$ cat config.mk
export PLATFORM = sky130hd
export DESIGN_NAME = fsc_cordic_stage
export DESIGN_NICKNAME = d
export VERILOG_FILES = /design/src/fsc_pkg.sv /design/src/fsc_cordic_stage.sv
export SDC_FILE = /design/constraint.sdc
export NUM_CORES = 1
export LEC_CHECK = 0
export BUFFER_PORTS_ARGS = -buffer_cell sky130_fd_sc_hd__buf_2
export CAP_MARGIN = 20
export CORE_UTILIZATION = 29
export DETAILED_ROUTE_END_ITERATION = 10
export REMOVE_ABC_BUFFERS = 1
export SYNTH_ARGS = -nofsm -noshare
export SYNTH_HDL_FRONTEND = slang
export SYNTH_SLANG_ARGS = --single-unit
$ cat constraint.sdc
create_clock -name i_clk -period 2.4 [get_ports i_clk]
set_input_delay 0.12 -clock i_clk [delete_from_list [all_inputs] [get_ports i_clk]]
set_output_delay 0.12 -clock i_clk [all_outputs]
set_load 0.02 [all_outputs]
$ cat src/fsc_pkg.sv
package fsc_pkg;

    localparam int COORD_W      = 24;
    localparam int COEF_W       = 16;
    localparam int ROW_W        = 3 * COEF_W;
    localparam int OFFS_W       = 24;
    localparam int RANGE_W      = 23;
    localparam int ANGLE_W      = 16;
    localparam int FRAC_W       = 14;
    localparam int PROD_W       = COEF_W + COORD_W;
    localparam int SUM_W        = PROD_W + 2;
    localparam int CW           = SUM_W + 2;
    localparam int ZW           = 22;
    localparam int ZSHIFT       = 5;
    localparam int A_W          = 15;
    localparam int CORDIC_STEPS = 19;
    // Multiply, sum, magnitude, one stage per CORDIC step, then the decision.
    localparam int PIPE_LAT     = 3 + CORDIC_STEPS + 1;
    localparam int CFG_IDX_W    = 3;
    localparam int CFG_DATA_W   = ROW_W;

    localparam logic [ZW-1:0]      Z_ROUND      = ZW'(16);
    localparam logic [A_W-1:0]     QUARTER_TURN = A_W'(16384);
    localparam logic [ANGLE_W-1:0] HALF_TURN    = ANGLE_W'(32768);

    // atan(2^-i) in units of pi/2^20, rounded to nearest.
    localparam logic [ZW-1:0] ATAN_TAB [CORDIC_STEPS] = '{
        22'd262144, 22'd154753, 22'd81767, 22'd41506, 22'd20834, 22'd10427,
        22'd5215,   22'd2608,   22'd1304,  22'd652,   22'd326,   22'd163,
        22'd81,     22'd41,     22'd20,    22'd10,    22'd5,     22'd3,
        22'd1
    };

    typedef enum logic [CFG_IDX_W-1:0] {
        REG_X_ROW    = 3'd0,
        REG_Y_ROW    = 3'd1,
        REG_X_OFFSET = 3'd2,
        REG_Y_OFFSET = 3'd3,
        REG_RANGE    = 3'd4,
        REG_HALF_ANG = 3'd5,
        REG_FWD_ONLY = 3'd6
    } t_cfg_reg;

    typedef struct packed {
        logic signed [COORD_W-1:0] map_x;
        logic signed [COORD_W-1:0] map_y;
        logic signed [COORD_W-1:0] map_z;
        logic                      cloud_end;
    } t_in_item;

    typedef struct packed {
        logic signed [COORD_W-1:0] out_x;
        logic signed [COORD_W-1:0] out_y;
        logic signed [COORD_W-1:0] out_z;
        logic                      keep;
        logic                      end_of_cloud;
    } t_out_item;

    // Point and early test results that ride along the CORDIC stages.
    typedef struct packed {
        t_in_item pt;
        logic     x_neg;
        logic     origin;
        logic     range_ok;
        logic     fwd_ok;
    } t_side;

endpackage

$ cat src/fsc_cordic_stage.sv
module fsc_cordic_stage #(
    parameter int SHIFT = 0
) (
    input  logic                          i_clk,
    input  logic                          i_rst_n,
    input  logic                          i_valid,
    input  logic signed [fsc_pkg::CW-1:0] i_u,
    input  logic signed [fsc_pkg::CW-1:0] i_v,
    input  logic signed [fsc_pkg::ZW-1:0] i_z,
    input  fsc_pkg::t_side                i_side,
    output logic                          o_valid,
    output logic signed [fsc_pkg::CW-1:0] o_u,
    output logic signed [fsc_pkg::CW-1:0] o_v,
    output logic signed [fsc_pkg::ZW-1:0] o_z,
    output fsc_pkg::t_side                o_side
);
    import fsc_pkg::*;

    logic signed [CW-1:0] du;
    logic signed [CW-1:0] dv;
    logic signed [ZW-1:0] dz;
    logic signed [CW-1:0] n_u;
    logic signed [CW-1:0] n_v;
    logic signed [ZW-1:0] n_z;
    logic                 r_valid;
    logic signed [CW-1:0] r_u;
    logic signed [CW-1:0] r_v;
    logic signed [ZW-1:0] r_z;
    t_side                r_side;

    // Arithmetic shifts round toward minus infinity.
    always_comb begin
        du = i_v >>> SHIFT;
        dv = i_u >>> SHIFT;
        dz = $signed(ATAN_TAB[SHIFT]);
        if (!i_v[CW-1]) begin
            n_u = i_u + du;
            n_v = i_v - dv;
            n_z = i_z + dz;
        end else begin
            n_u = i_u - du;
            n_v = i_v + dv;
            n_z = i_z - dz;
        end
    end

    always_ff @(posedge i_clk) begin
        r_u    <= n_u;
        r_v    <= n_v;
        r_z    <= n_z;
        r_side <= i_side;
    end

    always_ff @(posedge i_clk) begin
        if (!i_rst_n) begin
            r_valid <= 1'b0;
        end else begin
            r_valid <= i_valid;
        end
    end

    assign o_valid = r_valid;
    assign o_u     = r_u;
    assign o_v     = r_v;
    assign o_z     = r_z;
    assign o_side  = r_side;

endmodule

======== Yosys cells after proc, flatten, opt, wreduce, memory -nomap -nowiden ========
Index checks and enable logic that the tools add are counted.
word-level totals
  logic and storage cells ................. 20
  input bits .............................. 190
  output and inout bits ................... 188
  bits in registers ....................... 188
cells by class
  multiplexer cells ....................... 3
  add/sub/neg operators ................... 5
operators with widths
  cell                                                                   count
  44-bit two-way mux                                                     2
  44-bit subtractor                                                      2
  44-bit adder                                                           1
  22-bit by 20-bit adder with 22-bit output, second input constant       1
  22-bit two-way mux                                                     1
  22-bit by 20-bit subtractor with 22-bit output, second input constant  1

======== Longest topological paths before layout ========
Gate-level depths: netlist of the first run.
  depth in word-level cells ............... 2
  depth in mapped cells ................... 14
  mapped depth without buffers ............ 13

======== Worst setup path after synthesis of the first run ========
OpenSTA, ideal clock, no wires.
  path kind ............................... in2reg
  from .................................... input i_u[0] in the netlist's numbering
  to ...................................... register r_v[42] (netlist: o_v[42])
  buffers on the path ..................... 0
  stages .................................. 13
  data required time ...................... 2.277 ns
  arrival ................................. 2.381 ns
  path slack .............................. -0.104 ns
  path through ............................ ha_1 > inv_1 > fa_1 > o21bai_2 > a2111oi_4 > nor2_1 > nand4_1 > a31oi_1 > a41oi_2 > o31a_4 > o21ai_0 > a21oi_1 > xor2_1
between the ends
  word-level cells in the longest chain between the ends .. 2
  elaborated cells on any way between the ends .. 3
  classes of those cells .................. add/sub (2); mux (1)
RTL lines
  item                                                      RTL line                                        source
  from (decl)                                               fsc_cordic_stage.sv:7                           input logic signed [fsc_pkg::CW-1:0] i_u,
  44-bit subtractor / 44-bit adder (equally long branches)  fsc_cordic_stage.sv:38, fsc_cordic_stage.sv:42
  44-bit two-way mux *                                      fsc_cordic_stage.sv:36                          if (!i_v[CW-1]) begin
  net n_v[42]                                               fsc_cordic_stage.sv:23                          logic signed [CW-1:0] n_v;
  to (signal assigned)                                      fsc_cordic_stage.sv:49                          r_v <= n_v;
  to (decl)                                                 fsc_cordic_stage.sv:27                          logic signed [CW-1:0] r_v;
The timed path passes the listed nets; every way through them passes the cells marked *.
A chain may end at the register's enable or synchronous reset.

======== Worst setup path in the final report of the first run ========
  from .................................... input i_u[2] in the netlist's numbering
  to ...................................... register r_v[43] (netlist: o_v[43])
Same word-level chain as after synthesis.

==> results of run 1 <==
-- cells by family (layout without fill, tap and decap cells) --
family | after synthesis | in the layout | share of synthesized area (%)
other | 0 | 2 | 0
buffers and inverters | 205 | 1092 | 7.181
and+or+nand+nor | 313 | 313 | 12.46
AOI/OAI and AO/OA | 452 | 452 | 24.87
muxes | 26 | 26 | 2.233
adders and majority gates | 135 | 135 | 14.75
DFF | 187 | 187 | 32.12
xor gates and xnor gates | 85 | 85 | 6.387
-- worst max-delay path: cells and delay by family --
family,cells,cell delay (ns)
AO/OA/AOI/OAI,7,1.13
buffers and inverters,5,0.63
AND/OR/NAND/NOR,2,0.30
adder cells (fa/ha/maj),1,0.27
multiplexers,1,0.22
-- sequential cells by signal, summed over array words and instances (netlist names) --
signal	count
o_z	22
o_side	77
o_v	44
o_valid	1
o_u	43
-- area by class of cell --
type	count	area, um2	share of cell area, %
Sequential cell	187	3744	19.15
Clock inverter	13	141.4	0.7231
Inverter	142	535.5	2.739
Tap cell	525	656.9	3.359
Antenna cell	2	5.005	0.02560
Clock buffer	19	452.9	2.316
Timing Repair Buffer	918	6292	32.18
Multi-Input combinational cell	1011	7726	39.51
-- layer usage --
metal | wire length, um | vias to the layer above | part of all wire, % | GRT usage (%)
met5 | 13 | - | 0.025 | 0
met3 | 2887 | 63 | 5.6 | 3.274
met4 | 1181 | 2 | 2.3 | 8.163
met2 | 25510 | 521 | 49 | 42.99
met1 | 22260 | 6338 | 43 | 30.60
li1 | - | 6599 | - | -
-- Yosys cell counts (8+ instances only) --
cell	instances	area [um2]
o21bai_1	33	247.7
a21oi_1	164	820.8
a21o_1	35	262.8
nand3_1	12	60.06
o211ai_1	10	75.07
dfxtp_1	187	3744
nand2b_1	11	68.82
nand4_1	21	131.4
o31ai_1	10	75.07
a221oi_1	8	70.07
o21ai_0	87	435.4
xnor2_1	78	683.2
nor2b_1	16	100.1
nand2_1	67	251.5
o21ai_1	8	40.04
nor2_1	130	488.0
clkbuf_1	32	120.1
ha_1	131	1639
mux2i_1	26	260.3
nor3_1	20	100.1
a31oi_1	16	100.1
inv_1	137	514.2
a211oi_1	9	67.56
buf_2	16	80.08
-- worst paths after layout --
path	startpoint	to	slack [ns]	cells past startpoint
worst max-delay path	i_u[2]	o_v[43]	0.05	16
worst min-delay path	i_u[43]	o_v[43]	0.04	3
-- metrics by stage --
step	TNS (ns)	hold WS, ns	area, um2	total power (W)	instances
2_1_floorplan	-2.983	0.1477	11350	0.005901	1340
3_3_place_gp	-29.74	0.2217	17130	0.008178	2667
3_5_place_dp	-31.10	0.2238	17130	0.008176	2667
4_1_cts	0	0.009176	19030	0.01138	2810
5_1_grt	-0.1092	0.03705	19550	0.01204	2817
6_report	0	0.04341	19550	0.01149	2817
-- timing repair --
item                       in CTS  in global routing
hold endpoints to repair      100                  0
hold buffers                  101                  0
setup endpoints to repair      34                 42
setup buffers                  11                  7
gates resized for setup        50                107
pin swaps                      34                 44
-- power by group --
part           switching, W  total [W]  internal [W]
clock network       0.00149    0.00295       0.00146
registers          0.000178    0.00373       0.00356
logic               0.00266    0.00481       0.00215
==> impl_results.md, run 1 <==
* Fin. max-slew vios at 0
* CTS tree: built
* Clock slew at reported path FFs at 0.08 ns
* # rows at 73
* Final Hold Fails at 0
* Largest net degree at the start of global routing at 76
* Die width at 202.5 um
* Io pins at 378
* Antenna violations before repair at 3
* Status: finished, final reports clean
* Static Leak at 9.669 nW
* Setup Viol. Count Final at 0
* Wire per inst at ~18 um
* Synth async-reset ratio at 0%
* Ys Warns at 0
* Worst Setup End Kind: flop
* Die Y at around 200 um
* Rel. slew slack at a little over half
* Critical Path Start Type: input port
* Sequential area share after synthesis at between 30% and 40%
* Critical Path RT at roughly 2.7 ns
* Post-place setup slack at -0.8462 ns
* Synth Cell Area at between 10000 and 15000 um2
* Core area at roughly 40000 um2
* Global-route wire length before repair at between 70 and 80 mm
* Clock Tree Buf Depth at 2
* CTS buffer count at 17
* CTS Sinks at around 190
* Initial Utilization at about 29%
* Total vias in the final route at about 14000
* Avg Inst Size Synth at between 8 and 9 um2
* Crit path time final at approximately 2.4 ns
* Unique masters post-synth at 84
* Number of flops mapped to enable cells by yosys at 0
* Critical Path Fanout Max at 7
* Crit path kind: in2reg
* Routability cong. at 0.9694
* RSZ-0062 raised after global routing: true
* Commonest non-fill, non-tap cell in the layout: buf_4
* Ys flop type: dfxtp_1
* Drt initial violations at 890
* Number of global-route vias before repair at between 10000 and 15000
* GRT Util Overall at around a quarter
* Seq cells post-synth at roughly 190
* Worst Hold Class: in2reg
* Slew @ Worst Pin at about 0.68 ns
* Number of port buffers at between 300 and 400
* # Max-Cap Violations at 0
* DRC at 0
* Via-per-instance ratio at 4.800
* Tcrit/Tclk final at 98.02%
* Fmax at between 400 and 500 MHz
* Commonest cells after routing, fill and taps aside: 432 x buf_4, 372 x buf_2, 187 x dfxtp_1
* Crit-path cells: buf_2, inv_1, ha_4, buf_6, nand3b_1, nand2_1, a21oi_2, o31ai_2, buf_4, a31oi_2, o211ai_1, buf_4, a21boi_1, o221ai_1, mux2i_1, o311ai_1
* Fill count at roughly 3800
* Htree depth at 4
* Slowest cell on the critical path: o211ai_1
* Root buf cell: clkbuf_16
* Util after Layout at approximately half
* Max IR drop VDD at ~0.00047 V
* Nets at 2602
* Layout cells sized above 1 at a little over two fifths
* DP HPWL at around 42 mm
* Synthesis-to-finish area growth at 67.75%
* Post-Synthesis Cells at ~1400
* Arrival time worst endpoint at between 2 and 3 ns
* WL final at a little over 50 mm
* Worst path max stage delay at approximately 0.30 ns
* Worst path most repeated cell: buf_4
* Die area at slightly above 40000 um2
* Final worst setup slack at around 0.048 ns
* Post-route ant nets at 0
* Drt pass-1 iters at 5
* Cell area power density at between 500 and 600 nW/um2
* GRT overflow at 0
Note: power is estimated with default switching activity, not from simulation.
==> run 2, diff against run 1 <==
clock period = 2.43 ns   (was 2.4 ns; I/O delays follow)
==> run 2 against run 1 <==
Net effect: the run now ends with setup timing left; final cell count shrank 0.78%; critical path type unchanged; routed wire length decreased by 2.0%; sequential power shrank 2%; utilization down 0.67 points.
==> impl_results.md, run 2 (same netlist as run 1, synthesis figures left out) <==
* Die width at 202.5 um (unchanged)
* Crit path time final at about 2.5 ns
* Io pins at 378 (unchanged)
* Hold depth at 3 (unchanged)
* Number of port buffers at 377 (unchanged)
* Status: finished, violations left (was finished, final reports clean)
* Worst Hold Class: in2reg (unchanged)
* Fill count at 3837 (was 3788)
* Crit-path cells: buf_2, inv_1, ha_1, a21oi_1, o21bai_1, a221oi_2, o31ai_2, buf_4, a21oi_4, o21ai_4, buf_4, a221oi_2, nor3_1, o22ai_2, xnor2_1 (was buf_2, inv_1, ha_4, buf_6, nand3b_1, nand2_1, a21oi_2, o31ai_2, buf_4, a31oi_2, o211ai_1, buf_4, a21boi_1, o221ai_1, mux2i_1, o311ai_1)
* Slowest cell on the critical path: a221oi_2 (was o211ai_1)
* Failing checks: setup timing
* Die Y at 202.5 um (unchanged)
* Drt pass-1 iters at 5 (unchanged)
* Nets at 2581 (was 2602)
* Final Hold Fails at 0 (unchanged)
* Static Leak at 9.572 nW (was 9.669 nW)
* Setup Viol. Count Final at 1 (was 0)
* RSZ-0062 raised after global routing: true (unchanged)
* Max reg flops at 77 (unchanged)
* Overall Power at 0.01123 W (was 0.01149 W)
* GRT overflow at 0 (unchanged)
* Die area at 41000 um2 (unchanged)
* Final worst setup slack at -0.02148 ns (was 0.04754 ns)
* CP Buf/Inv Count at 4 (was 5)
* Wire per inst at 18.19 um (was 18.41 um)
* # rows at 73 (unchanged)
* Via-per-instance ratio at 4.827 (was 4.800)
* Antenna violations before repair at 2 (was 3)
* Critical Path Start Type: input port (unchanged)
* Worst Setup End Kind: flop (unchanged)
* Htree depth at 4 (unchanged)
* CTS tree: built (unchanged)
* Drt initial violations at 856 (was 890)
* Cell area power density at 582.0 nW/um2 (was 587.6 nW/um2)
* Clock slew at reported path FFs at 0.08 ns (about the same)
* Root buf cell: clkbuf_16 (unchanged)
* Total vias in the final route at 13490 (was 13520)
* DP Area at 16980 um2 (was 17130 um2)
* Slew @ Worst Pin at 0.8432 ns (was 0.6839 ns)
* Initial Utilization at 29.34% (unchanged)
* Clock Tree Buf Depth at 2 (unchanged)
* Critical Path RT at 2.84 ns (was 2.74 ns)
* Crit path kind: in2reg (unchanged)
* CTS Sinks at 187 (unchanged)
* Rel. slew slack at 43.78% (was 54.40%)
* Post-route cell area at 19290 um2 (was 19550 um2)
* Core area at 39730 um2 (unchanged)
* Post-place setup slack at -0.8209 ns (was -0.8462 ns)
* Commonest non-fill, non-tap cell in the layout: buf_4 (unchanged)
* CP delay by family, top: compound AO/OA/AOI/OAI gates (unchanged)
* Fin. max-slew vios at 0 (unchanged)
* Critical Path Fanout Max at 4 (was 7)
* Number of global-route vias before repair at 13340 (was 13560)
* CTS buffer count at 17 (unchanged)
* Largest net degree at the start of global routing at 75 (was 76)
* Fmax at approximately 410 MHz
* Worst path max stage delay at 0.37 ns (was 0.30 ns)
* Routability cong. at 0.9705 (was 0.9694)
* # Max-Cap Violations at 0 (unchanged)
* Worst Min Path Start: i_u[43] (unchanged)
* Global-route wire length before repair at 75.62 mm (was 77.27 mm)
* DP HPWL at 41.10 mm (was 41.65 mm)
* Layout cells sized above 1 at 41.96% (was 42.62%)
* Hold endpoint: o_v[43] (unchanged)
* WL final at 50.84 mm (was 51.86 mm)
* Commonest cells after routing, fill and taps aside: 415 x buf_4, 376 x buf_2, 187 x dfxtp_1 (was 432 x buf_4, 372 x buf_2, 187 x dfxtp_1)
* Crit path launch: i_u[9] (was i_u[2])
* Max IR drop VDD at 0.0004892 V (was 0.0004656 V)
* Post-route ant nets at 0 (unchanged)
* DRC at 0 (unchanged)
* Tcrit/Tclk final at 100.9%
* Synthesis-to-finish area growth at 65.48% (was 67.75%)
* Arrival time worst endpoint at 2.86 ns (was 2.69 ns)
* Final TNS setup at -0.02148 ns (was 0 ns)
* GRT Util Overall at 23.99% (was 24.47%)
-- run 2: changes by cell type in the layout (fill, tap and decap cells not counted), moves of 4 or more --
cell / change
ha_4: -5
o21ai_0: -4
buf_2: +4
buf_6: -6
buf_4: -17
nor2_2: -4
ha_1: +6
-- run 2: metrics by stage --
step | cells | util, % | hold WS [ns]
CTS | 2785 | 47.17 | 0.008658
global route | 2795 | 48.55 | 0.05928
detailed placement | 2649 | 42.74 | 0.2251
floorplan | 1340 | - | 0.1492
global placement | 2649 | 42.74 | 0.2232
finish | 2795 | 48.55 | 0.03559
-- run 2: area by class of cell --
cell class | instances | area [um2] | area share, %
sequential | 187 | 3744 | 19.41
multi-input combinational | 1011 | 7670 | 39.76
timing repair buffer | 897 | 6082 | 31.53
antenna | 1 | 2.502 | 0.01297
clock buffer | 18 | 439.2 | 2.277
clock inverter | 14 | 158.9 | 0.8238
inverter | 142 | 535.5 | 2.776
tap | 525 | 656.9 | 3.406
-- run 2: how the worst max path moves through the flow --
stage | end | slack [ns] | depth (start not counted)
finish | o_v[38] | -0.02 | 15
global route | o_v[40] | -0.1 | 15
CTS | o_v[31] | 0.006 | 18
detailed placement | o_v[38] | -0.82 | 14
global placement | o_v[38] | -0.86 | 14
floorplan | o_v[38] | -0.17 | 12
-- run 2: metal layers --
layer	global-route usage (%)	part of all wire, %	vias up
li1	-	-	6564
met1	29.88	43	6366
met2	41.96	49	490
met3	3.483	5.6	69
met4	8.298	2.6	2
met5	0	0.026	-
-- run 2: where the power goes --
| part | switching [W] | internal (W) | leakage [nW] |
|---|---|---|---|
| logic | 0.00262 | 0.00208 | 7.70 |
| registers | 0.000157 | 0.00351 | 1.58 |
| clock network | 0.00145 | 0.00141 | 0.290 |
| total | 0.00422 | 0.00700 | 9.57 |
-- run 2: what timing repair did --
item	CTS	global route
resized for setup	30	114
endpoints found under the hold margin	100	0
hold buffers	101	0
buffers inserted	3	10
pin swaps	12	45
setup endpoints to repair	29	42
gates cloned	0	0
