`src/fsc_pkg.sv`:
```
package fsc_pkg;

    localparam int COORD_W      = 24;
    localparam int COEF_W       = 16;
    localparam int ROW_W        = 3 * COEF_W;
    localparam int OFFS_W       = 24;
    localparam int RANGE_W      = 23;
    localparam int ANGLE_W      = 16;
    localparam int FRAC_W       = 14;
    localparam int PROD_W       = COEF_W + COORD_W;
    localparam int SUM_W        = PROD_W + 2;
    localparam int CW           = SUM_W + 2;
    localparam int ZW           = 22;
    localparam int ZSHIFT       = 5;
    localparam int A_W          = 15;
    localparam int CORDIC_STEPS = 19;
    // Multiply, sum, magnitude, one stage per CORDIC step, then the decision.
    localparam int PIPE_LAT     = 3 + CORDIC_STEPS + 1;
    localparam int CFG_IDX_W    = 3;
    localparam int CFG_DATA_W   = ROW_W;

    localparam logic [ZW-1:0]      Z_ROUND      = ZW'(16);
    localparam logic [A_W-1:0]     QUARTER_TURN = A_W'(16384);
    localparam logic [ANGLE_W-1:0] HALF_TURN    = ANGLE_W'(32768);

    // atan(2^-i) in units of pi/2^20, rounded to nearest.
    localparam logic [ZW-1:0] ATAN_TAB [CORDIC_STEPS] = '{
        22'd262144, 22'd154753, 22'd81767, 22'd41506, 22'd20834, 22'd10427,
        22'd5215,   22'd2608,   22'd1304,  22'd652,   22'd326,   22'd163,
        22'd81,     22'd41,     22'd20,    22'd10,    22'd5,     22'd3,
        22'd1
    };

    typedef enum logic [CFG_IDX_W-1:0] {
        REG_X_ROW    = 3'd0,
        REG_Y_ROW    = 3'd1,
        REG_X_OFFSET = 3'd2,
        REG_Y_OFFSET = 3'd3,
        REG_RANGE    = 3'd4,
        REG_HALF_ANG = 3'd5,
        REG_FWD_ONLY = 3'd6
    } t_cfg_reg;

    typedef struct packed {
        logic signed [COORD_W-1:0] map_x;
        logic signed [COORD_W-1:0] map_y;
        logic signed [COORD_W-1:0] map_z;
        logic                      cloud_end;
    } t_in_item;

    typedef struct packed {
        logic signed [COORD_W-1:0] out_x;
        logic signed [COORD_W-1:0] out_y;
        logic signed [COORD_W-1:0] out_z;
        logic                      keep;
        logic                      end_of_cloud;
    } t_out_item;

    // Point and early test results that ride along the CORDIC stages.
    typedef struct packed {
        t_in_item pt;
        logic     x_neg;
        logic     origin;
        logic     range_ok;
        logic     fwd_ok;
    } t_side;

endpackage

```
`src/fsc_decide.sv`:
```
module fsc_decide (
    input  logic                           i_clk,
    input  logic                           i_rst_n,
    input  logic                           i_valid,
    input  logic signed [fsc_pkg::ZW-1:0]  i_z,
    input  fsc_pkg::t_side                 i_side,
    input  logic [fsc_pkg::ANGLE_W-1:0]    i_half_angle,
    input  logic                           i_fwd_only,
    output logic                           o_valid,
    output fsc_pkg::t_out_item             o_result
);
    import fsc_pkg::*;

    logic signed [ZW-1:0]  zsum;
    logic signed [ZW-1:0]  zr;
    logic [A_W-1:0]        ang;
    logic [ANGLE_W-1:0]    bmag;
    t_out_item             n_result;
    logic                  r_valid;
    t_out_item             r_result;

    always_comb begin
        zsum = i_z + $signed(Z_ROUND);
        zr   = zsum >>> ZSHIFT;
        if (zr[ZW-1]) begin
            ang = '0;
        end else if (zr > $signed(ZW'(QUARTER_TURN))) begin
            ang = QUARTER_TURN;
        end else begin
            ang = zr[A_W-1:0];
        end

        // A point behind the body mirrors the angle about the y axis.
        if (i_side.origin) begin
            bmag = '0;
        end else if (i_side.x_neg) begin
            bmag = HALF_TURN - ANGLE_W'(ang);
        end else begin
            bmag = ANGLE_W'(ang);
        end

        n_result.out_x        = i_side.pt.map_x;
        n_result.out_y        = i_side.pt.map_y;
        n_result.out_z        = i_side.pt.map_z;
        n_result.end_of_cloud = i_side.pt.cloud_end;
        n_result.keep         = i_side.range_ok && (bmag < i_half_angle)
                                && (!i_fwd_only || i_side.fwd_ok);
    end

    always_ff @(posedge i_clk) begin
        r_result <= n_result;
    end

    always_ff @(posedge i_clk) begin
        if (!i_rst_n) begin
            r_valid <= 1'b0;
        end else begin
            r_valid <= i_valid;
        end
    end

    assign o_valid  = r_valid;
    assign o_result = r_result;

endmodule

```
`config.mk`:
```
export PLATFORM = sky130hd
export DESIGN_NAME = fsc_decide
export DESIGN_NICKNAME = d
export VERILOG_FILES = /design/src/fsc_pkg.sv /design/src/fsc_decide.sv
export SDC_FILE = /design/constraint.sdc
export NUM_CORES = 1
export LEC_CHECK = 0
export BUFFER_PORTS_ARGS = -buffer_cell sky130_fd_sc_hd__buf_2
export CORE_UTILIZATION = 30
export DETAILED_ROUTE_END_ITERATION = 16
export SLEW_MARGIN = 5
export SYNTH_ARGS = -nofsm -noshare
export SYNTH_HDL_FRONTEND = slang
export SYNTH_SLANG_ARGS = --single-unit
```
`constraint.sdc`:
```
create_clock -name i_clk -period 5.8 [get_ports i_clk]
set_input_delay 0.29 -clock i_clk [delete_from_list [all_inputs] [get_ports i_clk]]
set_output_delay 0.29 -clock i_clk [all_outputs]
set_load 0.005 [all_outputs]
```
# After elaboration in Yosys (flattened, before gate mapping)
# Index checks and enable logic that the tools add are counted.
dict set report word_totals {
  regBits 75
  elab_cells 18
  in_bits 119
}
dict set report op_classes {
  magnitude_cmp 2
  add_sub_neg 2
  reduce_logical 4
  mux 4
}
# op count
set ops {}
lappend ops {{16-bit 2-to-1 mux} 2}
lappend ops {{15-bit 2-to-1 mux} 2}
lappend ops {{22-bit by 6-bit adder with 22-bit output (second input constant)} 1}
lappend ops {{17-bit by 16-bit > comparator with 1-bit output (second input constant)} 1}
lappend ops {{16-bit < comparator} 1}
lappend ops {{16-bit by 15-bit subtractor with 16-bit output (first input constant)} 1}
lappend ops {{1-bit logical AND} 2}
lappend ops {{1-bit zero test} 1}
lappend ops {{1-bit logical OR} 1}

# Longest topological paths before layout
# Gate-level depths: netlist (run 1).
dict set report logic_depth {
  ltp_word 10
  ltp_mapped 22
  depth_no_buf 21
}

# Worst setup path after synthesis (run 1)
# OpenSTA, ideal clock, no wires.
dict set report synth_timing {
  kind {input -> register}
  from {input i_z[4] in the netlist's numbering}
  to {register r_result, in the netlist o_result[1]}
  n_path_buf 1
  path_stages 18
  setup_ps 123
  setup_slack_ps 1605
  t_arrival_ps 4071
  path_cell_list {ha_1 > nand4_1 > nor4_1 > xnor2_1 > o2111ai_1 > o31a_1 > nor2_1 > nand2_1 > ha_1 > clkbuf_1 > nor2_1 > nor3_1 > a211oi_1 > ha_1 > nand4_1 > or2_2 > o41ai_1 > nand2_1}
}
# element line
set synth_lines {}
lappend synth_lines {{from (decl)} fsc_decide.sv:5} ;# input logic signed [fsc_pkg::ZW-1:0] i_z,
lappend synth_lines {{to (signal assigned)} fsc_decide.sv:51} ;# r_result <= n_result;
lappend synth_lines {{to (decl)} fsc_decide.sv:20} ;# t_out_item r_result;

==> summary.md, run 1 <==
| Metric | Value |
|---|---|
| Status | finished clean |
| Total Power | 1.11 mW |
| Initial DRT Pass Iterations | 4 |
| Switching pwr | 0.315 mW |
| CTS tree | yes |
| Cells after Synth | 321 |
| Hold buffers post-CTS | 0 |
| Worst Path Required | 6.04 ns |
| Sw frac | 28.5% |
| Post-DP HPWL | 8.31 mm |
| VDD IR-drop max | 0.000134 V |
| GRT Total Usage | between 10% and 20% |
| Gr ovfl total | 0 |
| Crit path kind | input port to flip-flop |
| CTS H-tree depth | 3 |
| Critical path, cell by cell | buf_2 -> ha_1 -> nand4_1 -> nor4_1 -> xnor2_1 -> o2111ai_1 -> o31a_1 -> nor2_1 -> nand2_1 -> ha_1 -> nor2_1 -> nor3_1 -> a211oi_1 -> ha_1 -> nand4_1 -> or2_2 -> o41ai_1 -> nand2_1 |
| Ys async rst share | 0% |
| Crit path DAT | between 4 and 5 ns |
| Most frequent cell on the critical path | ha_1 |
| Core Box Area | approximately 10000 µm² |
| Total number of yosys warnings | 0 |
| P_int | a little under 0.8 mW |
| Drt via density | roughly 4.7 |
| Area grow syn2layout | 38.5% |
| Unrepaired setup endpoints after global routing | false |
| Fin. max-slew vios | 0 |
| WL final | 9.89 mm |
| IO Pins | around 190 |
| Initial core utilization | 30.9% |
| Horiz. Die Dim | 105 µm |
| Worst-path clk slew | roughly 0.09 ns |
| Nets | 641 |
| Flop pwr share | roughly half |
| Post-Syn Area | 3180 µm² |
| PwrDens | roughly 250 nW/µm² |
| Die Y | 105 µm |
| Post-DR wirelength/cell | 15.3 µm |
| Share of cells above drive strength 1 | a little over two fifths |
| P_leak | approximately 2.1 nW |
| Clock sinks | 75 |
| Crit path buf inv count | 1 |
| Starting DRT DRC Count | between 100 and 150 |
| Critical Path Start Type | input port |
| Critical Path Fanout Max | 11 |
| Sum Neg Setup Slack | 0 ns |
| Core Rows | 37 |
| Max_cap viols | 0 |
| IO Port Bufs | between 150 and 200 |
| Syn Nets | 457 |
| Vias | a little over 3000 |
| Drc violations | 0 |
| Final setup vio count | 0 |
| Hold crit path type | input port to flip-flop |
| Vias in the first global route | 2849 |
| Clock period minus worst slack | 4.64 ns |
| Post-synth top area share | 47.3% |
| Root Driver | clkbuf_8 |
| Antenna-violating nets left | 0 |
| Die Area | 11000 µm² |
| Post-CTS Resized | 0 |
| Final Cycle Share | between 80% and 90% |
| GP Congestion | 0.838 |
| Max Clk Rate | ~0.22 GHz |
| Worst-Margin Slew | 0.710 ns |
| Register bit total from synthesis | 75 |
| Most frequent cell after synthesis | dfxtp_1 |
| Clk pwr share | 34.5% |
| Crit-path max cell delay | about 0.54 ns |
| Cell taking the most area after synthesis | dfxtp_1 |
| CP max-delay cell | nor4_1 |
| Logic pwr share | 15.9% |
| Fin. Hold Viols | 0 |
| Synth unique cells | 54 |
| Total CTS buffers | 9 |
| Post-CTS Setup Bufs | 0 |
| Pin count of the biggest net entering global routing | 17 |
| Seq/Total Area, Yosys | 47.3% |
| Area contributors post-synth | dfxtp_1, ha_1, xnor2_1 |
| Syn avg cell area | 9.90 µm² |
| Crit path max-delay family | simple AND/OR/NAND/NOR gates |
| Post-synth top cells | dfxtp_1, inv_1, nand2_1, ha_1, xnor2_1 |
| Clock buffer depth | 2 |
| Antenna diodes | 0 |
| Initial antenna violation count | 1 |
| Setup crit end kind | flip-flop |
| First-pass GRT wire length | ~15 mm |
| Top_reg_cell synth | dfxtp_1 |
| Post-synth EDFFs | 0 |
| Slew HR | between 50 and 60% |
[area by class of cell]
cell class,instances,area [µm²]
clock buffers,9,124
clock inverters,7,70.1
fillers,1049,5880
inverters,19,71.3
multi-input cells,211,1520
flip-flops and latches,75,1500
well taps,136,170
repair buffers,189,946
[sequential cells by signal (all words and copies together), names as in the netlist]
register and count:
o_valid 1, o_result 74
[cells by family (layout without fill, tap and decap cells)]
kind of cell               Yosys count  after routing  synth area share, %
AOI/OAI and AO/OA                   57             57                 13.1
xor gates and xnor gates            29             29                 8.00
DFF                                 75             75                 47.3
muxes                                5              5                 1.58
buffers and inverters               35            224                 4.96
and+or+nand+nor                    103            103                 18.4
adders and majority gates           17             17                 6.70
[metal layers]
layer | share of wire [%] | GRT usage [%] | vias to the layer above
met5 | 0.081 | 0 | -
met4 | 1.7 | 5.33 | 2
met3 | 7.7 | 4.99 | 11
met2 | 49 | 30.6 | 129
met1 | 41 | 21.6 | 1356
li1 | - | - | 1520
[final timing paths]
check | from | end | slack [ns] | depth (start not counted)
max | i_z[4] | o_result[1] | 1.16 | 18
min | i_side[6] | o_result[3] | 0.04 | 1
[layout by cell type, fill, tap and decap left out, drive strengths merged, types with 2 or more instances in the layout]
cell type and count:
nor3 12, and2 2, nor2 15, nand2b 4, o31ai 7, or2 3
and3 2, o22ai 2, and4 2, a311oi 2, clkinv 3, buf 189
a21boi 2, o21a 2, nand4 11, dfxtp 75, xor2 12, nand3 16
nand2 19, o21ai 7, nor4 7, or4 4, xnor2 17, a31oi 2
a21o 6, mux2i 5, or3 3, a211oi 2, o211ai 2, clkbuf 9
o31a 2, a21oi 10, inv 22, ha 17, a2111oi 3
[power by group through the flow]
| stage | clock, mW | combinational (mW) | sequential [mW] |
|---|---|---|---|
| after floorplan | 0 | 0.0853 | 0.566 |
| after global placement | 0 | 0.175 | 0.562 |
| after detailed placement | 0 | 0.178 | 0.562 |
| after CTS | 0.393 | 0.179 | 0.550 |
| after global routing | 0.419 | 0.197 | 0.552 |
| final | 0.382 | 0.177 | 0.550 |
[through the flow]
step                      setup slack (ns)  hold WS (ns)  cell area, µm²  util [%]  instances
final                                 1.16        0.0381            4400      42.8        646
after floorplan                       1.61         0.318            3180         -        321
after CTS                             1.21        0.0240            4400      42.8        646
after global routing                 0.783        0.0123            4400      42.8        646
after detailed placement             0.850         0.394            4210      40.9        630
after global placement               0.882         0.393            4210      40.9        630
Note: power is estimated with default switching activity, not from simulation.
==> inputs of run 2 (changes only) <==
==> constraint.sdc (replaced) <==
create_clock -name i_clk -period 4.2 [get_ports i_clk]
set_input_delay 0.21 -clock i_clk [delete_from_list [all_inputs] [get_ports i_clk]]
set_output_delay 0.21 -clock i_clk [all_outputs]
set_load 0.005 [all_outputs]
==> run 2 against run 1 <==
Compared with the run above:
- non-clock buffer count increased by 106
- hold slack improved by 0.038 ns
- die area is the same
- critical path type unchanged
==> summary.md, run 2 (synthesis gave the netlist of run 1 again) <==
| Metric | Value |
|---|---|
| Drc violations | 0 (unchanged) |
| IO Port Bufs | 189 (unchanged) |
| Vias | 3493 (+16%) |
| Hold crit path type | input port to flip-flop |
| Final setup vio count | 0 (unchanged) |
| Root Driver | clkbuf_8 |
| Core Rows | 37 (unchanged) |
| Core Box Area | 10300 µm² (unchanged) |
| GR Layer Usage met1 | 24.3% (+2.7 points) |
| Vias in the first global route | 3505 (+23%) |
| Fillers | 924 (-12%) |
| Fin. Hold Viols | 0 (unchanged) |
| Final Cycle Share | 90.7% |
| Post-route cell area | 5380 µm² (+22%) |
| Sum Neg Setup Slack | 0 ns (unchanged) |
| Post-CTS Setup Bufs | 0 (unchanged) |
| Area after DPL | 4450 µm² (+5.9%) |
| Initial antenna violation count | 2 (+1) |
| Initial core utilization | 30.9% (unchanged) |
| GR Util met3 | 5.36% (+0.37 points) |
| GP Congestion | 0.845 (+0.90%) |
| Post-DR wirelength/cell | 15.6 µm (+2.1%) |
| Worst-path clk slew | 0.09 ns (about the same) |
| Starting DRT DRC Count | 193 (+66%) |
| Global route hottest layer | met2 |
| Post-CTS Resized | 0 (unchanged) |
| PwrDens | 301 nW/µm² (+19%) |
| IO Pins | 194 (unchanged) |
| Antenna-violating nets left | 0 (unchanged) |
| Setup crit end kind | flip-flop |
| Unrepaired setup endpoints after global routing | false |
| Gr ovfl total | 0 (unchanged) |
| Pin count of the biggest net entering global routing | 17 (unchanged) |
| CTS tree | yes |
| Final Non-Filler Cells | 754 (+17%) |
| Initial DRT Pass Iterations | 4 (unchanged) |
| Clock buffer depth | 2 (unchanged) |
| First-pass GRT wire length | 18.3 mm (+21%) |
| Max_cap viols | 0 (unchanged) |
| Slew HR | 58.3% (+5.9 points) |
| Die Y | 105 µm (unchanged) |
| Drt via density | 4.63 (-0.84%) |
| GRT Total Usage | 21.5% (+3.6 points) |
| Clock period minus worst slack | 3.81 ns |
| Most frequent cells in the layout | buf_2, dfxtp_1, dlygate4sd3_1 |
| Fin. max-slew vios | 0 (unchanged) |
| Critical Path Fanout Max | 8 (-3) |
| Hold buffers post-CTS | 73 (+73) |
| Post-DP HPWL | 8.79 mm (+5.7%) |
| M2 GR Usage | 37.8% (+7.2 points) |
| Crit path kind | input port to flip-flop |
| Horiz. Die Dim | 105 µm (unchanged) |
| Die Area | 11000 µm² (unchanged) |
| Dpl cells | 663 (+5.2%) |
| Worst-Margin Slew | 0.618 ns (-0.0919 ns) |
| P_leak | 2.57 nW (+22%) |
| Clock sinks | 75 (unchanged) |
| Number of flip-flops in the largest register | 74 (unchanged) |
| Max Clk Rate | 0.263 GHz |
| Worst Path Required | 4.43 ns (-1.61 ns) |
| VDD IR-drop max | 0.000198 V (+47%) |
| Critical Path Start Type | input port |
| Nets | 747 (+17%) |
| Share of cells above drive strength 1 | 40.1% (-1.9 points) |
| Most common cell after layout, fill and taps aside | buf_2 |
| Total CTS buffers | 9 (unchanged) |
| Crit path DAT | 4.04 ns (-0.84 ns) |
| WL final | 11.8 mm (+19%) |
| Status | finished clean |
| CTS H-tree depth | 3 (unchanged) |
| Area grow syn2layout | 69.5% |
-- run 2: final timing paths --
path | startpoint | to | slack (ns) | cells after the start
max | i_z[4] | o_result[1] | 0.39 | 19
min | i_rst_n | o_valid | 0.08 | 2
-- run 2: stage by stage --
step	power, mW	setup slack, ns	utilization (%)	hold slack [ns]
final	1.62	0.392	52.4	0.0765
after global routing	1.70	0.00371	52.4	0.0606
after CTS	1.63	0.422	52.3	0.0575
after detailed placement	1.04	0.0661	43.3	0.314
after global placement	1.04	0.0866	43.3	0.313
after floorplan	0.900	0.0854	-	0.238
-- run 2: layout make-up --
| cell class | instances | area (µm²) | area share [%] |
|---|---|---|---|
| Antenna cell | 2 | 5.00 | 0.0930 |
| Clock buffer | 9 | 124 | 2.30 |
| Clock inverter | 7 | 70.1 | 1.30 |
| Inverter | 19 | 71.3 | 1.32 |
| Multi-Input combinational cell | 211 | 1520 | 28.2 |
| Sequential cell | 75 | 1500 | 27.9 |
| Tap cell | 136 | 170 | 3.16 |
| Timing Repair Buffer | 295 | 1920 | 35.7 |
-- run 2: metal layers --
metal | up-vias | wire, µm | share of wire [%]
met2 | 138 | 5730 | 49
li1 | 1731 | - | -
met4 | 2 | 479 | 4.1
met3 | 24 | 742 | 6.3
met5 | - | 10 | 0.085
met1 | 1598 | 4830 | 41
-- run 2: worst max-delay path, stage by stage --
cell	delay [ns]
buf_2	0.09
ha_1	0.17
nand4_1	0.23
nor4_1	0.30
buf_4	0.16
xnor2_1	0.13
o2111ai_1	0.20
o31a_1	0.36
nor2_1	0.23
nand2_1	0.09
ha_1	0.30
nor2_1	0.15
buf_4	0.14
a211oi_1	0.07
ha_1	0.30
nand4_1	0.14
or2_2	0.33
o41ai_1	0.35
nand2_1	0.08
-- run 2: report_power, final --
group | switching (mW) | leakage, nW | internal, mW
sequential | 0.0111 | 0.633 | 0.750
combinational | 0.150 | 1.85 | 0.176
clock | 0.300 | 0.0955 | 0.231
==> inputs of run 3 (changes only) <==
--- a/config.mk
+++ b/config.mk
@@ -6,8 +6,10 @@
 export NUM_CORES = 1
 export LEC_CHECK = 0
 export BUFFER_PORTS_ARGS = -buffer_cell sky130_fd_sc_hd__buf_2
+export CORE_ASPECT_RATIO = 1.25
 export CORE_UTILIZATION = 30
 export DETAILED_ROUTE_END_ITERATION = 16
+export RECOVER_POWER = 100
 export SLEW_MARGIN = 5
 export SYNTH_ARGS = -nofsm -noshare
 export SYNTH_HDL_FRONTEND = slang
==> run 3 against run 2 <==
Compared with the run above:
- flip-flop and latch count stayed put
- combinational power is 2% lower
- power is 14% higher
- first-iteration DRC count is 68% lower
- sequential power hardly changed
- highest routed layer is now met4
==> summary.md, run 3 (synthesis gave the netlist of run 1 again) <==
| Metric | Value |
|---|---|
| CTS H-tree depth | 3 (unchanged) |
| WL final | 11.8 mm (+0.33%) |
| Status | finished clean |
| Core Rows | 41 (+11%) |
| Antenna-violating nets left | 0 (unchanged) |
| Root Driver | clkbuf_16 |
| Post-DR wirelength/cell | 15.8 µm (+1.1%) |
| Area of the multi-input gates | 1520 µm² (+0.16%) |
| Final Cycle Share | 91.1% (+0.44 points) |
| Core Box Area | 10200 µm² (-0.67%) |
| Nets | 751 (+0.54%) |
| Antenna diodes | 0 (-2) |
| Fin. Hold Viols | 0 (unchanged) |
| M2 GR Usage | 39.8% (+2.0 points) |
| Most frequent cells in the layout | buf_2, dfxtp_1, dlygate4sd3_1 |
| Drt via density | 4.65 (+0.37%) |
| Max_cap viols | 0 (unchanged) |
| Vias in the first global route | 3518 (+0.37%) |
| Worst-Margin Slew | 0.726 ns (+0.108 ns) |
| Horiz. Die Dim | 94.0 µm (-10%) |
| PwrDens | 339 nW/µm² (+13%) |
| Share of cells above drive strength 1 | 31.3% (-8.8 points) |
| Worst Path Required | 4.40 ns (-0.03 ns) |
| Dpl cells | 661 (-0.30%) |
| Total Power | 1.84 mW (+14%) |
| GR Util met3 | 7.30% (+1.9 points) |
| Clock period minus worst slack | 3.83 ns (+0.0186 ns) |
| Die Y | 117 µm (+12%) |
| Clock buffer depth | 2 (unchanged) |
| Initial core utilization | 31.1% (+0.21 points) |
| Drc violations | 0 (unchanged) |
| Vias | 3478 (-0.43%) |
| Initial DRT Pass Iterations | 4 (unchanged) |
| Most common cell after layout, fill and taps aside | buf_2 |
| Critical path, cell by cell | buf_2 -> ha_1 -> nand4_1 -> nor4_1 -> buf_4 -> xnor2_1 -> o2111ai_1 -> o31a_1 -> nor2_2 -> nand2_1 -> ha_1 -> nor2_1 -> nor3_1 -> a211oi_1 -> ha_1 -> nand4_1 -> or2_2 -> o41ai_1 -> nand2_1 |
| Crit-path max cell delay | 0.37 ns (about the same) |
| Pin count of the biggest net entering global routing | 16 (-1) |
| IO Port Bufs | 189 (unchanged) |
| CTS tree | yes |
| Clock sinks | 75 (unchanged) |
| GRT Total Usage | 21.1% (-0.42 points) |
| Fillers | 939 (+1.6%) |
| Slew HR | 50.3% (-7.9 points) |
| Global route hottest layer | met2 |
| First-pass GRT wire length | 17.4 mm (-4.8%) |
| Gr ovfl total | 0 (unchanged) |
| P_leak | 2.48 nW (-3.6%) |
| Number of flip-flops in the largest register | 74 (unchanged) |
| Die Area | 11000 µm² (about the same) |
| Crit path kind | input port to flip-flop |
| Hold crit path type | input port to flip-flop |
| Final Non-Filler Cells | 748 (-0.80%) |
| Total CTS buffers | 9 (unchanged) |
| Crit path DAT | 4.03 ns (about the same) |
| Register cell area after layout | 1500 µm² (unchanged) |
| Initial antenna violation count | 0 (-2) |
| IO Pins | 194 (unchanged) |
| GP Congestion | 0.883 (+4.5%) |
| Post-DP HPWL | 8.59 mm (-2.2%) |
| Area grow syn2layout | 71.1% |
| Critical Path Fanout Max | 11 (+3) |
| Critical Path Start Type | input port |
| Utilization of the core after routing | 53.3% (+0.87 points) |
| Setup crit end kind | flip-flop |
| VDD IR-drop max | 0.000186 V (-6.2%) |
| Fin. max-slew vios | 0 (unchanged) |
| Starting DRT DRC Count | 62 (-68%) |
| Most frequent cell on the critical path | ha_1 |
| Max Clk Rate | 0.261 GHz (-0.49%) |
| CP max-delay cell | o31a_1 |
| Unrepaired setup endpoints after global routing | false |
| Worst-path clk slew | 0.06 ns (-0.03 ns) |
| Final setup vio count | 0 (unchanged) |
| GR Layer Usage met1 | 21.1% (-3.2 points) |
==> run 3: cell types whose count changed in the layout (fill, tap and decap cells not counted), moves of 2 or more <==
cell / change
diode_2: -2
clkbuf_1: +57
inv_6: -3
clkbuf_8: -7
buf_2: -59
clkbuf_16: +9
buf_4: +5
==> run 3: worst max-delay path: cells and delay by family <==
kind                     cells  cell delay, ns
adder cells (fa/ha/maj)      3            0.66
AND/OR/NAND/NOR              9            1.65
XOR/XNOR                     1            0.13
buffers and inverters        2            0.25
AO/OA/AOI/OAI                4            1.13
==> run 3: path summary, 6_finish.rpt <==
kind | startpoint | endpoint | slack [ns] | depth (start not counted)
worst max-delay path | i_z[4] | o_result[1] | 0.37 | 19
worst min-delay path | i_side[71] | o_result[68] | 0.05 | 1
==> run 3: final cells by class <==
class	count	area share [%]
Multi-Input combinational cell	211	28.0
Timing Repair Buffer	299	34.6
Clock inverter	4	0.921
Clock buffer	11	4.65
Inverter	19	1.31
Sequential cell	75	27.6
Tap cell	129	2.97
==> run 3: metrics by stage <==
stage	TNS, ns	hold slack [ns]	cell area, µm²	setup slack, ns
finish	0	0.0535	5440	0.374
global route	0	0.0347	5440	0.0136
CTS	0	0.00155	5510	0.273
detailed placement	-0.0566	0.314	4480	-0.0566
global placement	-0.0447	0.312	4480	-0.0447
floorplan	0	0.238	3180	0.0854
==> run 3: power breakdown <==
| part | total, mW | leakage, nW | switching (mW) | internal, mW |
|---|---|---|---|---|
| Clock | 0.756 | 0.144 | 0.269 | 0.487 |
| Combinational | 0.321 | 1.71 | 0.151 | 0.170 |
| Sequential | 0.764 | 0.633 | 0.0125 | 0.751 |
| Total | 1.84 | 2.48 | 0.433 | 1.41 |
==> run 3: what timing repair did <==
action | CTS | global route
buffers inserted | 0 | 0
endpoints found under the setup margin | 0 | 1
resized for setup | 0 | 1
endpoints found under the hold margin | 72 | 0
hold buffers | 72 | 0
==> run 3: routing by layer <==
layer / up-vias / routed length, µm
met5: - / 0
met1: 1574 / 4400
met4: 0 / 214
li1: 1741 / -
met2: 148 / 6060
met3: 15 / 1140
